==> src/hdl/mmle_pkg.sv <==
`timescale 1ns / 1ps
// Shared types, constants and field helpers for the multilinear extension evaluator.
// No dependencies; every other file except mmle_ram imports this package.
package mmle_pkg;

	// Field modulus, 2^31 - 1
	localparam logic [30:0] FIELD_P = 31'h7FFF_FFFF;

	localparam int DIM_W       = 5;  // width of the dimension registers
	localparam int BITS_W      = 3;  // holds a bit count of 1..5
	localparam int COORD_DEPTH = 8;
	localparam int COORD_AW    = 3;
	localparam int POS_W       = 4;  // coordinate position, may run past the store

	// Item opcodes
	localparam logic [1:0] OP_WRITE_ENTRY = 2'd0;
	localparam logic [1:0] OP_WRITE_COORD = 2'd1;
	localparam logic [1:0] OP_EVAL        = 2'd2;

	// Register indexes, decoded from paddr[2]
	localparam logic REG_NUM_ROWS = 1'b0;
	localparam logic REG_NUM_COLS = 1'b1;

	typedef struct packed {
		logic [DIM_W-1:0] num_rows;
		logic [DIM_W-1:0] num_cols;
	} cfg_t;

	typedef struct packed {
		logic        start;
		logic [30:0] a;
		logic [30:0] b;
	} mul_req_t;

	typedef struct packed {
		logic        done;
		logic [30:0] y;
	} mul_rsp_t;

	// Reduce a 31-bit input into 0..P-1; only P itself is out of range
	function automatic logic [30:0] fold_in(input logic [30:0] v);
		return (v == FIELD_P) ? 31'd0 : v;
	endfunction

	// Index bits for a dimension: ceil(log2(n)), at least 1
	function automatic logic [BITS_W-1:0] bit_count(input logic [DIM_W-1:0] n);
		logic [BITS_W-1:0] b;
		if (n <= 5'd2) b = 3'd1;
		else if (n <= 5'd4) b = 3'd2;
		else if (n <= 5'd8) b = 3'd3;
		else if (n <= 5'd16) b = 3'd4;
		else b = 3'd5;
		return b;
	endfunction

endpackage

==> src/hdl/mmle_fmul.sv <==
`timescale 1ns / 1ps
// Two-stage modular multiplier mod 2^31-1: raw product, then Mersenne fold.
// Depends on mmle_pkg.
module mmle_fmul import mmle_pkg::*; (
	input  logic     clk,
	input  logic     arst_n,
	input  mul_req_t req,
	output mul_rsp_t rsp
);

	logic [61:0] prod_s1;
	logic        vld_s1;
	logic [30:0] y_s2;
	logic        vld_s2;
	logic [31:0] fold_sum;

	// Fold high half onto low half; sum stays below 2P
	assign fold_sum = {1'b0, prod_s1[30:0]} + {1'b0, prod_s1[61:31]};

	always_ff @(posedge clk or negedge arst_n) begin
		if (!arst_n) begin
			vld_s1 <= 1'b0;
			vld_s2 <= 1'b0;
		end else begin
			vld_s1 <= req.start;
			vld_s2 <= vld_s1;
		end
	end

	// Datapath stages
	always_ff @(posedge clk) begin
		prod_s1 <= {31'd0, req.a} * {31'd0, req.b};
		y_s2    <= (fold_sum >= {1'b0, FIELD_P}) ? 31'(fold_sum - {1'b0, FIELD_P})
		                                         : fold_sum[30:0];
	end

	assign rsp.done = vld_s2;
	assign rsp.y    = y_s2;

endmodule

==> config.mk <==
export PLATFORM = sky130hd
export DESIGN_NAME = mmle_fmul
export DESIGN_NICKNAME = d
export VERILOG_FILES = /design/src/hdl/mmle_pkg.sv /design/src/hdl/mmle_fmul.sv
export SDC_FILE = /design/constraint.sdc
export NUM_CORES = 2
export LEC_CHECK = 0
export BUFFER_PORTS_ARGS = -buffer_cell sky130_fd_sc_hd__buf_2
export CAP_MARGIN = 20
export CELL_PAD_IN_SITES_DETAIL_PLACEMENT = 0
export CELL_PAD_IN_SITES_GLOBAL_PLACEMENT = 1
export CORE_MARGIN = 2
export CORE_UTILIZATION = 35
export DETAILED_ROUTE_END_ITERATION = 8
export GPL_TIMING_DRIVEN = 0
export PLACE_DENSITY = 0.65
export SYNTH_ARGS = -nofsm -noshare
export SYNTH_HDL_FRONTEND = slang
export SYNTH_SLANG_ARGS = --single-unit
export TNS_END_PERCENT = 5
==> constraint.sdc <==
create_clock -name clk -period 3.4 [get_ports clk]
set_clock_uncertainty 0.1 [all_clocks]
set_input_delay 0.68 -clock clk [delete_from_list [all_inputs] [get_ports clk]]
set_output_delay 0.68 -clock clk [all_outputs]
set_load 0.02 [all_outputs]
==> impl_metrics.csv <==
group,metric,value,unit
timing,period_share,2.277,
synthesis,yosysSeqAreaShare,0.05380,
synthesis,synth.distinct_cells,78,
grt,grt_max_degree,17,
setup_path,worstPathMaxFanout,8,
setup_path,path_delay_family,"adder cells",
timing,maxSlewViolCount,0,
placement,gp_congestion,0.9599,
setup_path,path_buf_inv,6,
setup_path,cpPeakStageDelay,0.62,ns
setup_path,setup.worst_path.start,"req[41]",
setup_path,cp.required,3.55,ns
outcome,status,"finished, violations left",
timing,whs,0.2538,ns
floorplanning,ioPinCount,97,
setup_path,critical_path_class,"in -> reg",
clock_tree,root_buffer,"clkbuf_16",
drt,remaining_drc_errors,0,
grt,overflow,0,
drt,drtAntennaViolNets,0,
synthesis,synth-edff-count,0,
outcome,violations,"negative setup slack",
worst_hold_path,min_path_type,"reg -> reg",
floorplanning,die-width,322.7,µm
clock_tree,cts.sinks,95,
timing,timing.fmax,129.2,MHz
placement,hpwl,109.4,mm
timing,relSlewSlack,0.3610,
synthesis,synthesis.instances,3909,
timing,setup_viol_count_final,89,
drt,via_per_inst,5.113,
layout,layout_commonest_cell,"inv_1",
layout,drive_above_1_share,0.1389,
timing,tightest_slew,0.9585,ns
synthesis,syn_nets,5099,
grt,grt_pass1_wl,193.0,mm
drt,drt_iter0_drc,2206,
timing,hold_viol,0,
setup_path,critPathCaptureType,"flip-flop",
setup_path,worstPathArrival,7.90,ns
layout,final_cell_mix,"inv_1 (807), fa_1 (795), nand2_1 (522), and2_1 (483), ha_1 (266)",
timing,rsz0062_at_grt,"true",
synthesis,syn_avg_cell_area,9.092,µm²
grt,grt.total_usage,0.2587,
synthesis,synthFlopType,"dfxtp_1",
grt,antenna_found_initial,23,
synthesis,netlist_area,35540,µm²
drt,num_vias,27890,
placement,numPortBuffers,96,
grt,grt_pass1_vias,28450,
floorplanning,core_area,100400,µm²
setup_path,r2r_start,"prod_s1[36]$_DFF_P_",
flow_run,max_cap_viol_count,0,
layout,area_delta_synth_final,16.05,%
drt,routed_wl,133.5,mm
clock_tree,clk_pin_slew,0.07,ns
worst_hold_path,hp-start,"vld_s1$_DFF_PN0_",
floorplanning,row_count,116,
synthesis,ys_async_sr_fraction,0.02105,
clock_tree,cts_buffers,9,
floorplanning,die_area,104100,µm²
setup_path,crit_slowest_cell,"fa_1",
synthesis,synth-warning-count,0,
timing,final.min_clock_period,7.742,ns
clock_tree,cts.path.max_buffers,2,
setup_path,crit_path_start_kind,"input pin",
clock_tree,cts_tree,"built",
setup_path,critical_path.most_common_cell,"fa_1",
timing,fin_ws,-4.342,ns
drt,first_pass_iters,5,
drt,wl_per_cell,24.47,µm
floorplanning,die_h,322.7,µm
layout,fill_cells,10250,
floorplanning,start_util,0.3538,
synthesis,synth_seq_cells,95,
layout,nets,5273,
clock_tree,cts_max_level,3,
clock_tree,clock_latency,0.35,ns
## through the flow
stage,worst slack (ns),setup TNS [ns],area [µm²],util,std cells
2_1_floorplan,-3.964,-182.24,35930,-,3909
3_3_place_gp,-5.759,-293.70,38110,0.3794,5362
6_report,-4.342,-211.82,41240,0.4106,5454
3_5_place_dp,-5.753,-291.50,38160,0.3799,5365
4_1_cts,-4.386,-229.22,40600,0.4042,5434
5_1_grt,-4.531,-227.04,41220,0.4105,5447
## worst reg2reg max path, delay by kind of cell, from the launching register on
family	cells	cell delay, ns
compound gates	5	1.51
buf+inv	1	0.20
fa+ha+maj	1	0.40
simple gates	4	1.12
xor+xnor	2	0.33
flops	1	0.33
## sequential cells by signal (all words and copies together), names as in the netlist
signal   flops
vld_s2       1
prod_s1     62
y_s2        31
vld_s1       1
## worst paths after layout
| check | cells past startpoint | slack (ns) | to |
|---|---|---|---|
| worst max-delay path | 26 | -4.34 | prod_s1[60]$_DFF_P_ |
| worst min-delay path | 0 | 0.25 | vld_s2$_DFF_PN0_ |
| worst max register to register | 13 | -0.73 | y_s2[8]$_DFF_P_ |
| worst min register to register | 0 | 0.25 | vld_s2$_DFF_PN0_ |
| max in group asynchronous | 2 | 2.56 | vld_s2$_DFF_PN0_ |
| min in group asynchronous | 2 | 0.54 | vld_s1$_DFF_PN0_ |
## kinds of logic (layout without fill, tap and decap cells)
| group | Yosys count | after routing | synth area share |
|---|---|---|---|
| muxes | 5 | 5 | 0.001514 |
| AOI/OAI and AO/OA | 301 | 301 | 0.05612 |
| adders and majority gates | 1125 | 1125 | 0.5731 |
| DFF | 95 | 95 | 0.05380 |
| and+or+nand+nor | 1243 | 1243 | 0.1796 |
| other | 0 | 9 | 0 |
| buffers and inverters | 1033 | 1212 | 0.1096 |
| xor gates and xnor gates | 107 | 107 | 0.02637 |
## Yosys cell counts, types with 18 or more instances
library cell | number | area share
nor2_1 | 52 | 0.0055
xor2_1 | 38 | 0.0094
a21oi_1 | 94 | 0.013
o21ai_0 | 44 | 0.0062
and2_1 | 509 | 0.090
nand2_1 | 525 | 0.055
ha_1 | 287 | 0.10
fa_1 | 838 | 0.47
clkbuf_1 | 208 | 0.022
xnor2_1 | 69 | 0.017
nand4_1 | 18 | 0.0032
nand3_1 | 41 | 0.0058
inv_1 | 820 | 0.087
dfxtp_1 | 93 | 0.052
a21o_1 | 63 | 0.013
## what timing repair did
action	CTS	global route
endpoints found under the setup margin	89	89
hold buffers	1	0
gates resized for setup	444	191
pin swaps	77	60
cloned	3	1
hold endpoints to repair	2	0
setup buffers	51	12
## metal layers
layer  GRT usage  vias to the layer above  routed length [µm]
li1            -                    11990                   -
met1      0.3473                    14550               54890
met2      0.4218                     1102               62100
met3     0.04809                      242               10980
met4     0.08331                        6                5452
met5           0                        -                  32
## final cells by class
cell class | instances | area [µm²] | share of cell area
buffer | 209 | 2359 | 0.05719
clock buffer | 10 | 229.0 | 0.005552
clock inverter | 6 | 43.79 | 0.001062
inverter | 820 | 3078 | 0.07463
tap | 1357 | 1698 | 0.04117
antenna | 9 | 22.52 | 0.0005461
multi-input combinational | 2781 | 30630 | 0.7427
sequential | 95 | 1912 | 0.04636
timing repair buffer | 167 | 1269 | 0.03076
Power is left out: the tool's default activity adds up to more than one toggle a clock period on the data nets, which glitch-free logic cannot reach.
