$ cat src/hdl/mmle_pkg.sv
`timescale 1ns / 1ps
// Shared types, constants and field helpers for the multilinear extension evaluator.
// No dependencies; every other file except mmle_ram imports this package.
package mmle_pkg;

	// Field modulus, 2^31 - 1
	localparam logic [30:0] FIELD_P = 31'h7FFF_FFFF;

	localparam int DIM_W       = 5;  // width of the dimension registers
	localparam int BITS_W      = 3;  // holds a bit count of 1..5
	localparam int COORD_DEPTH = 8;
	localparam int COORD_AW    = 3;
	localparam int POS_W       = 4;  // coordinate position, may run past the store

	// Item opcodes
	localparam logic [1:0] OP_WRITE_ENTRY = 2'd0;
	localparam logic [1:0] OP_WRITE_COORD = 2'd1;
	localparam logic [1:0] OP_EVAL        = 2'd2;

	// Register indexes, decoded from paddr[2]
	localparam logic REG_NUM_ROWS = 1'b0;
	localparam logic REG_NUM_COLS = 1'b1;

	typedef struct packed {
		logic [DIM_W-1:0] num_rows;
		logic [DIM_W-1:0] num_cols;
	} cfg_t;

	typedef struct packed {
		logic        start;
		logic [30:0] a;
		logic [30:0] b;
	} mul_req_t;

	typedef struct packed {
		logic        done;
		logic [30:0] y;
	} mul_rsp_t;

	// Reduce a 31-bit input into 0..P-1; only P itself is out of range
	function automatic logic [30:0] fold_in(input logic [30:0] v);
		return (v == FIELD_P) ? 31'd0 : v;
	endfunction

	// Index bits for a dimension: ceil(log2(n)), at least 1
	function automatic logic [BITS_W-1:0] bit_count(input logic [DIM_W-1:0] n);
		logic [BITS_W-1:0] b;
		if (n <= 5'd2) b = 3'd1;
		else if (n <= 5'd4) b = 3'd2;
		else if (n <= 5'd8) b = 3'd3;
		else if (n <= 5'd16) b = 3'd4;
		else b = 3'd5;
		return b;
	endfunction

endpackage

$ cat src/hdl/mmle_eval.sv
`timescale 1ns / 1ps
// Item decode and evaluation sequencer: drives both store RAMs and the shared multiplier.
// Depends on mmle_pkg.
module mmle_eval import mmle_pkg::*; #(
	parameter int MAX_ROWS = 16,
	parameter int MAX_COLS = 16,
	localparam int MAT_AW = $clog2(MAX_ROWS * MAX_COLS)
) (
	input  logic                clk,
	input  logic                arst_n,
	input  cfg_t                cfg,
	input  logic                in_valid,
	output logic                in_stall,
	input  logic [1:0]          opcode,
	input  logic [3:0]          row_index,
	input  logic [3:0]          col_index,
	input  logic [30:0]         entry_value,
	input  logic [2:0]          coord_index,
	input  logic [30:0]         coord_value,
	output logic                out_valid,
	input  logic                out_stall,
	output logic [30:0]         mle_value,
	output logic                mat_we,
	output logic [MAT_AW-1:0]   mat_waddr,
	output logic [30:0]         mat_wdata,
	output logic [MAT_AW-1:0]   mat_raddr,
	input  logic [30:0]         mat_rdata,
	output logic                crd_we,
	output logic [COORD_AW-1:0] crd_waddr,
	output logic [30:0]         crd_wdata,
	output logic [COORD_AW-1:0] crd_raddr,
	input  logic [30:0]         crd_rdata,
	output mul_req_t            mul_req,
	input  mul_rsp_t            mul_rsp
);

	typedef enum logic [2:0] {
		S_IDLE,
		S_START,
		S_TERM,
		S_TWAIT,
		S_MAT,
		S_MWAIT,
		S_DONE
	} state_t;

	state_t            state_q;
	logic [DIM_W-1:0]  rows_q, cols_q, r_q, c_q;
	logic [BITS_W-1:0] rb_q, cb_q, k_q;
	logic              row_phase_q;
	logic [30:0]       rf_q, cf_q, sum_q, out_q;
	logic              out_valid_q;
	logic [POS_W-1:0]  rd_pos_q;

	logic              accept;
	logic [DIM_W-1:0]  rows_clamp, cols_clamp;
	logic [16:0]       waddr_full, raddr_full;
	logic [POS_W-1:0]  cpos;
	logic [30:0]       x_val, term;
	logic [31:0]       inv_tmp;
	logic              term_bit;
	logic [31:0]       add_sum;
	logic [30:0]       add_res;
	logic              out_free;
	logic              more_cols, more_rows;

	assign accept   = in_valid && !in_stall;
	assign in_stall = (state_q != S_IDLE);

	// Saturate the dimension registers into 1..MAX
	always_comb begin
		if (cfg.num_rows == '0) rows_clamp = 5'd1;
		else if (9'(cfg.num_rows) > 9'(MAX_ROWS)) rows_clamp = 5'(MAX_ROWS);
		else rows_clamp = cfg.num_rows;
		if (cfg.num_cols == '0) cols_clamp = 5'd1;
		else if (9'(cfg.num_cols) > 9'(MAX_COLS)) cols_clamp = 5'(MAX_COLS);
		else cols_clamp = cfg.num_cols;
	end

	// Store writes straight from the accepted beat
	assign waddr_full = 17'(row_index) * 17'(MAX_COLS) + 17'(col_index);
	assign mat_we     = accept && (opcode == OP_WRITE_ENTRY)
	                    && (9'(row_index) < 9'(MAX_ROWS)) && (9'(col_index) < 9'(MAX_COLS));
	assign mat_waddr  = waddr_full[MAT_AW-1:0];
	assign mat_wdata  = fold_in(entry_value);
	assign crd_we     = accept && (opcode == OP_WRITE_COORD);
	assign crd_waddr  = coord_index;
	assign crd_wdata  = fold_in(coord_value);

	// Matrix read follows the current cell
	assign raddr_full = 17'(r_q) * 17'(MAX_COLS) + 17'(c_q);
	assign mat_raddr  = raddr_full[MAT_AW-1:0];

	assign more_cols = (6'(c_q) + 6'd1) < 6'(cols_q);
	assign more_rows = (6'(r_q) + 6'd1) < 6'(rows_q);

	// Coordinate position for the term needed next
	always_comb begin
		unique case (state_q)
			S_START: cpos = '0;
			S_TWAIT: cpos = row_phase_q ? (4'(k_q) + 4'd1) : (4'(rb_q) + 4'(k_q) + 4'd1);
			S_MWAIT: cpos = more_cols ? 4'(rb_q) : '0;
			default: cpos = rd_pos_q;
		endcase
	end
	assign crd_raddr = cpos[COORD_AW-1:0];

	// Eq term: x when the index bit is set, else 1 - x mod P
	assign x_val    = (rd_pos_q >= 4'(COORD_DEPTH)) ? 31'd0 : crd_rdata;
	assign inv_tmp  = {1'b0, FIELD_P} + 32'd1 - {1'b0, x_val};
	assign term_bit = row_phase_q ? r_q[k_q] : c_q[k_q];
	assign term     = term_bit ? x_val
	                : ((inv_tmp >= {1'b0, FIELD_P}) ? 31'(inv_tmp - {1'b0, FIELD_P})
	                                                : inv_tmp[30:0]);

	// Multiplier request
	always_comb begin
		mul_req.start = (state_q == S_TERM) || (state_q == S_MAT);
		mul_req.a     = (state_q == S_TERM && row_phase_q) ? rf_q : cf_q;
		mul_req.b     = (state_q == S_MAT) ? mat_rdata : term;
	end

	// Running sum
	assign add_sum = {1'b0, sum_q} + {1'b0, mul_rsp.y};
	assign add_res = (add_sum >= {1'b0, FIELD_P}) ? 31'(add_sum - {1'b0, FIELD_P})
	                                               : add_sum[30:0];

	assign out_free = !out_valid_q || !out_stall;

	// Sequencer and result register
	always_ff @(posedge clk or negedge arst_n) begin
		if (!arst_n) begin
			state_q     <= S_IDLE;
			rows_q      <= '0;
			cols_q      <= '0;
			r_q         <= '0;
			c_q         <= '0;
			rb_q        <= '0;
			cb_q        <= '0;
			k_q         <= '0;
			row_phase_q <= 1'b0;
			rf_q        <= '0;
			cf_q        <= '0;
			sum_q       <= '0;
			out_q       <= '0;
			out_valid_q <= 1'b0;
			rd_pos_q    <= '0;
		end else begin
			rd_pos_q <= cpos;
			// drop a result once taken, unless a new one loads in its place
			if (out_valid_q && !out_stall && state_q != S_DONE) begin
				out_valid_q <= 1'b0;
			end
			unique case (state_q)
				S_IDLE: begin
					if (accept && opcode == OP_EVAL) begin
						rows_q      <= rows_clamp;
						cols_q      <= cols_clamp;
						rb_q        <= bit_count(rows_clamp);
						cb_q        <= bit_count(cols_clamp);
						r_q         <= '0;
						c_q         <= '0;
						k_q         <= '0;
						row_phase_q <= 1'b1;
						rf_q        <= 31'd1;
						sum_q       <= '0;
						state_q     <= S_START;
					end
				end
				S_START: begin
					state_q <= S_TERM;
				end
				S_TERM: begin
					state_q <= S_TWAIT;
				end
				S_TWAIT: begin
					if (mul_rsp.done) begin
						cf_q <= mul_rsp.y;
						if (row_phase_q) begin
							rf_q <= mul_rsp.y;
							if (k_q + 3'd1 == rb_q) begin
								row_phase_q <= 1'b0;
								k_q         <= '0;
							end else begin
								k_q <= k_q + 3'd1;
							end
							state_q <= S_TERM;
						end else if (k_q + 3'd1 == cb_q) begin
							k_q     <= '0;
							state_q <= S_MAT;
						end else begin
							k_q     <= k_q + 3'd1;
							state_q <= S_TERM;
						end
					end
				end
				S_MAT: begin
					state_q <= S_MWAIT;
				end
				S_MWAIT: begin
					if (mul_rsp.done) begin
						sum_q <= add_res;
						k_q   <= '0;
						if (more_cols) begin
							c_q     <= c_q + 5'd1;
							cf_q    <= rf_q;
							state_q <= S_TERM;
						end else if (more_rows) begin
							c_q         <= '0;
							r_q         <= r_q + 5'd1;
							rf_q        <= 31'd1;
							row_phase_q <= 1'b1;
							state_q     <= S_TERM;
						end else begin
							state_q <= S_DONE;
						end
					end
				end
				S_DONE: begin
					if (out_free) begin
						out_q       <= sum_q;
						out_valid_q <= 1'b1;
						state_q     <= S_IDLE;
					end
				end
				default: state_q <= S_IDLE;
			endcase
		end
	end

	assign out_valid = out_valid_q;
	assign mle_value = out_q;

endmodule

$ cat config.mk
export PLATFORM = sky130hd
export DESIGN_NAME = mmle_eval
export DESIGN_NICKNAME = d
export VERILOG_FILES = /design/src/hdl/mmle_pkg.sv /design/src/hdl/mmle_eval.sv
export SDC_FILE = /design/constraint.sdc
export NUM_CORES = 1
export LEC_CHECK = 0
export ABC_AREA = 1
export BUFFER_PORTS_ARGS = -buffer_cell sky130_fd_sc_hd__buf_2
export CORE_MARGIN = 2
export CORE_UTILIZATION = 34
export CTS_BUF_LIST = sky130_fd_sc_hd__clkbuf_4
export CTS_CLUSTER_DIAMETER = 200
export CTS_CLUSTER_SIZE = 30
export DETAILED_ROUTE_END_ITERATION = 8
export SKIP_CTS_REPAIR_TIMING = 1
export SLEW_MARGIN = 20
export SYNTH_ARGS = -nofsm -noshare
export SYNTH_HDL_FRONTEND = slang
export SYNTH_SLANG_ARGS = --single-unit
$ cat constraint.sdc
create_clock -name clk -period 8.5 [get_ports clk]
set_input_delay 0 -clock clk [delete_from_list [all_inputs] [get_ports clk]]
set_output_delay 0 -clock clk [all_outputs]
set_load 0.02 [all_outputs]
==> out/results.tsv <==
stage	metric	value	unit
placement	gp_congestion	0.953	
job	maxCapViolations	0	
final_layout	fin_cells	3216	
worst_setup_path	cp-end-kind	output pin	
placement	portBuffers	342	
clock_network	clkLatencyLatePin	0.63	ns
final_layout	fin_nets	2897	
synth	syn_area	14300	µm²
grt	antenna_found_initial	3	
worst_setup_path	crit_slowest_cell	inv_2	
floorplan	die_area	43700	µm²
clock_network	htree_num_levels	4	
synth	ys_warn_count	0	
floorplan	num_rows	75	
route	drt_iter0_drc	1384	
synth	synth_cell_type_count	49	
clock_network	cts_tree	built	
clock_network	numClockSinks	162	
final_layout	multi_input_area	8410	µm²
timing	max_freq	214	MHz
route	routed-via-count	16153	
floorplan	num_io_pins	365	
min_path	hold_class	in -> async	
floorplan	die_w	209	µm
worst_setup_path	cp.depth	20	
synth	syn_inst	2328	
route	ant_nets	0	
timing	post-route-min-period	4.67	ns
timing	holdWs	-0.0115	ns
worst_setup_path	start_kind	register	
timing	slew_headroom	29.6	%
route	wl	52.6	mm
final_layout	area_delta_synth_final	20.2	%
timing	rsz0062_at_grt	false	
placement	place_inst	3132	
synth	ys_seq_area_share	28.4	%
worst_setup_path	worst-path-buf-inv	3	
timing	fin_crit_sh	55.0	%
timing	finalSetupViolCount	0	
worst_setup_path	cp_max_fo	36	
clock_network	cts_buffers	17	
floorplan	coreArea	41700	µm²
worst_setup_path	critPathRequiredTime	8.50	ns
timing	setup_tns	0	ns
synth	synth-edff-count	0	
floorplan	initial_core_util	34.3	%
timing	worst_slew_pin_slew	1.05	ns
grt	grt_use_total	23.3	%
grt	grt-ovfl-total	0	
synth	syn_avg_cell_area	6.13	µm²
worst_setup_path	critPathKind	reg -> out	
worst_setup_path	cp_common_cell	nand2_1	
final_layout	final_cell_area	17200	µm²
run_status	violations	hold timing	
grt	grt_start_max_net_pins	85	
placement	dpl_cell_area	16400	µm²
grt	grt_pass1_vias	14857	
power_and_ir_drop	p_per_area	210	nW/µm²
final_layout	seq_area	4050	µm²
synth	synthFlopType	dfrtp_1	
floorplan	die_y	209	µm
clock_network	cts_root_buf	clkbuf_4	
timing	finalHoldViolCount	7	
power_and_ir_drop	leakagePower	0.00953	µW
route	drc_errors	0	
power_and_ir_drop	power	3600	µW
clock_network	clk_pin_slew	0.19	ns
synth	synth_fp_nets	2564	
route	vias_per_cell	5.02	
timing	slew_violations	0	
route	avgRoutedWirePerCell	16.4	µm
power_and_ir_drop	ir_drop	0.124	mV
clock_network	clockBufferDepth	2	
worst_setup_path	worst_path_largest_cell_delay	0.65	ns
worst_setup_path	path_delay_family	simple AND/OR/NAND/NOR gates	
worst_setup_path	r2r_cells	17	
timing	skew	0.0457	ns
final_layout	drive_gt1_share	17.7	%
placement	place_hpwl	41.4	mm
synth	synth-async-reset-ratio	100	%
run_status	status	finished with violations	
grt	grt_pass1_wl	80.5	mm
worst_setup_path	crit_chain	inv_2, nand2_1, ha_1, nand2_1, nand2_1, inv_2, nand2_1, nor3_1, nand3_1, nor2_1, nand3_1, nor2_4, nand2_4, nand2_4, nand2_2, nand2_2, nand2_1, nand2_1, nand2_1, buf_2	
final_layout	nFillCells	4482	
worst_setup_path	worstPathArrival	4.67	ns
route	dr.pass1.iters	7	
synth	synth_seq_cells	162	
==> cells by family (layout without fill, tap and decap cells) <==
group	after synthesis	count (layout)	share of synthesized area (%)
and+or+nand+nor	1316	1316	39.3
buffers and inverters	467	813	13.1
AOI/OAI and AO/OA	266	266	10.1
DFF	162	162	28.4
adders and majority gates	53	53	4.75
xor gates and xnor gates	39	39	2.39
muxes	25	25	1.96
other	0	3	0
==> cell usage after synthesis, types with 3 or more instances <==
master,count,area (µm²)
o22ai_1,10,62.6
and2_1,3,18.8
nand2_2,17,106
o211ai_1,3,22.5
nor2_4,5,56.3
clkinv_1,6,22.5
nand2_4,7,78.8
nand4_1,56,350
ha_1,51,638
mux2_2,24,270
nand3_1,181,906
xor2_1,34,298
xnor2_1,5,43.8
o21ai_0,128,641
nor2_2,10,62.6
o21ai_1,3,15.0
a31oi_1,34,213
nand3_2,3,30.0
nor4_1,13,81.3
nor3_1,17,85.1
buf_1,3,11.3
buf_2,9,45.0
inv_1,365,1370
a21oi_1,73,365
nand3b_1,12,90.1
buf_4,19,143
inv_2,8,30.0
nand2_1,714,2680
clkbuf_1,53,199
dfrtp_1,162,4050
buf_6,4,45.0
nor2_1,273,1020
==> worst paths after layout <==
path / start / slack, ns / end
hold reg to reg: mle_value[6]$_DFFE_PN0P_ / 0.51 / mle_value[6]$_DFFE_PN0P_
setup reg to reg: sum_q[0]$_DFFE_PN0P_ / 4.09 / sum_q[18]$_DFFE_PN0P_
min in group clk: coord_index[1] / 0 / crd_waddr[1]
hold / removal: arst_n / -0.01 / mle_value[25]$_DFFE_PN0P_
setup / recovery: rd_pos_q[3]$_DFFE_PN0P_ / 3.83 / mul_req[13]
max in group asynchronous: arst_n / 7.26 / state_q[0]$_DFFE_PN0P_
==> layer usage <==
layer	GRT usage (%)	wire length [µm]	vias up
li1	-	-	8024
met1	30.1	22700	7525
met2	39.4	25000	519
met3	3.89	3210	85
met4	7.91	1640	0
met5	0	0	-
==> sequential cells by signal (all words and copies together) (netlist names) <==
| signal | flops |
|---|---|
| cb_q | 3 |
| r_q | 5 |
| sum_q | 31 |
| rd_pos_q | 4 |
| rows_q | 5 |
| rf_q | 31 |
| mle_value | 31 |
| row_phase_q | 1 |
| k_q | 3 |
| cols_q | 5 |
| out_valid | 1 |
| rb_q | 3 |
| c_q | 5 |
| state_q | 3 |
| cf_q | 31 |
==> placed cells by master (no fill, tap or decap), drive strengths merged, types with 2 or more instances in the layout <==
master       instances
a21o                 2
a21oi               73
a22oi                2
a31oi               34
and2                 3
buf                354
clkbuf              17
clkinv              10
clkinvlp             2
dfrtp              162
diode                3
dlygate4sd3         48
fa                   2
ha                  51
inv                382
mux2                24
nand2              738
nand3              184
nand3b              12
nand4               57
nor2               288
nor3                18
nor4                13
o211ai               3
o21ai              131
o21bai               2
o221ai               2
o22a                 2
o22ai               10
or2                  2
xnor2                5
xor2                34
==> report_power, final <==
| part | internal (µW) | switching [µW] |
|---|---|---|
| clock network | 135 | 343 |
| logic | 637 | 1420 |
| registers | 959 | 113 |
==> worst reg2reg max path: cells and delay by family, from the launching register on <==
family	cells	cell delay (ns)
and+or+nand+nor	13	2.57
adders and majority gates	2	0.76
DFF	1	0.42
buffers and inverters	1	0.39
AOI/OAI and AO/OA	1	0.17
==> area by class of cell <==
cell class	instances	area share, %
well taps	539	3.93
flip-flops and latches	162	23.6
diodes	3	0.0437
repair buffers	402	13.5
inverters	379	8.29
multi-input cells	1699	49.0
clock inverters	15	0.926
clock buffers	17	0.743
==> through the flow <==
| step | utilization (%) | setup WS (ns) | hold WS (ns) |
|---|---|---|---|
| finish | 41.2 | 3.83 | -0.0115 |
| global placement | 39.3 | 4.37 | 0.000137 |
| CTS | 40.0 | 3.81 | -0.579 |
| global route | 41.2 | 3.51 | 0.0000346 |
| floorplan | - | 5.58 | -0.296 |
| detailed placement | 39.3 | 4.19 | 0.000137 |
Note: power is estimated with default switching activity, not from simulation.
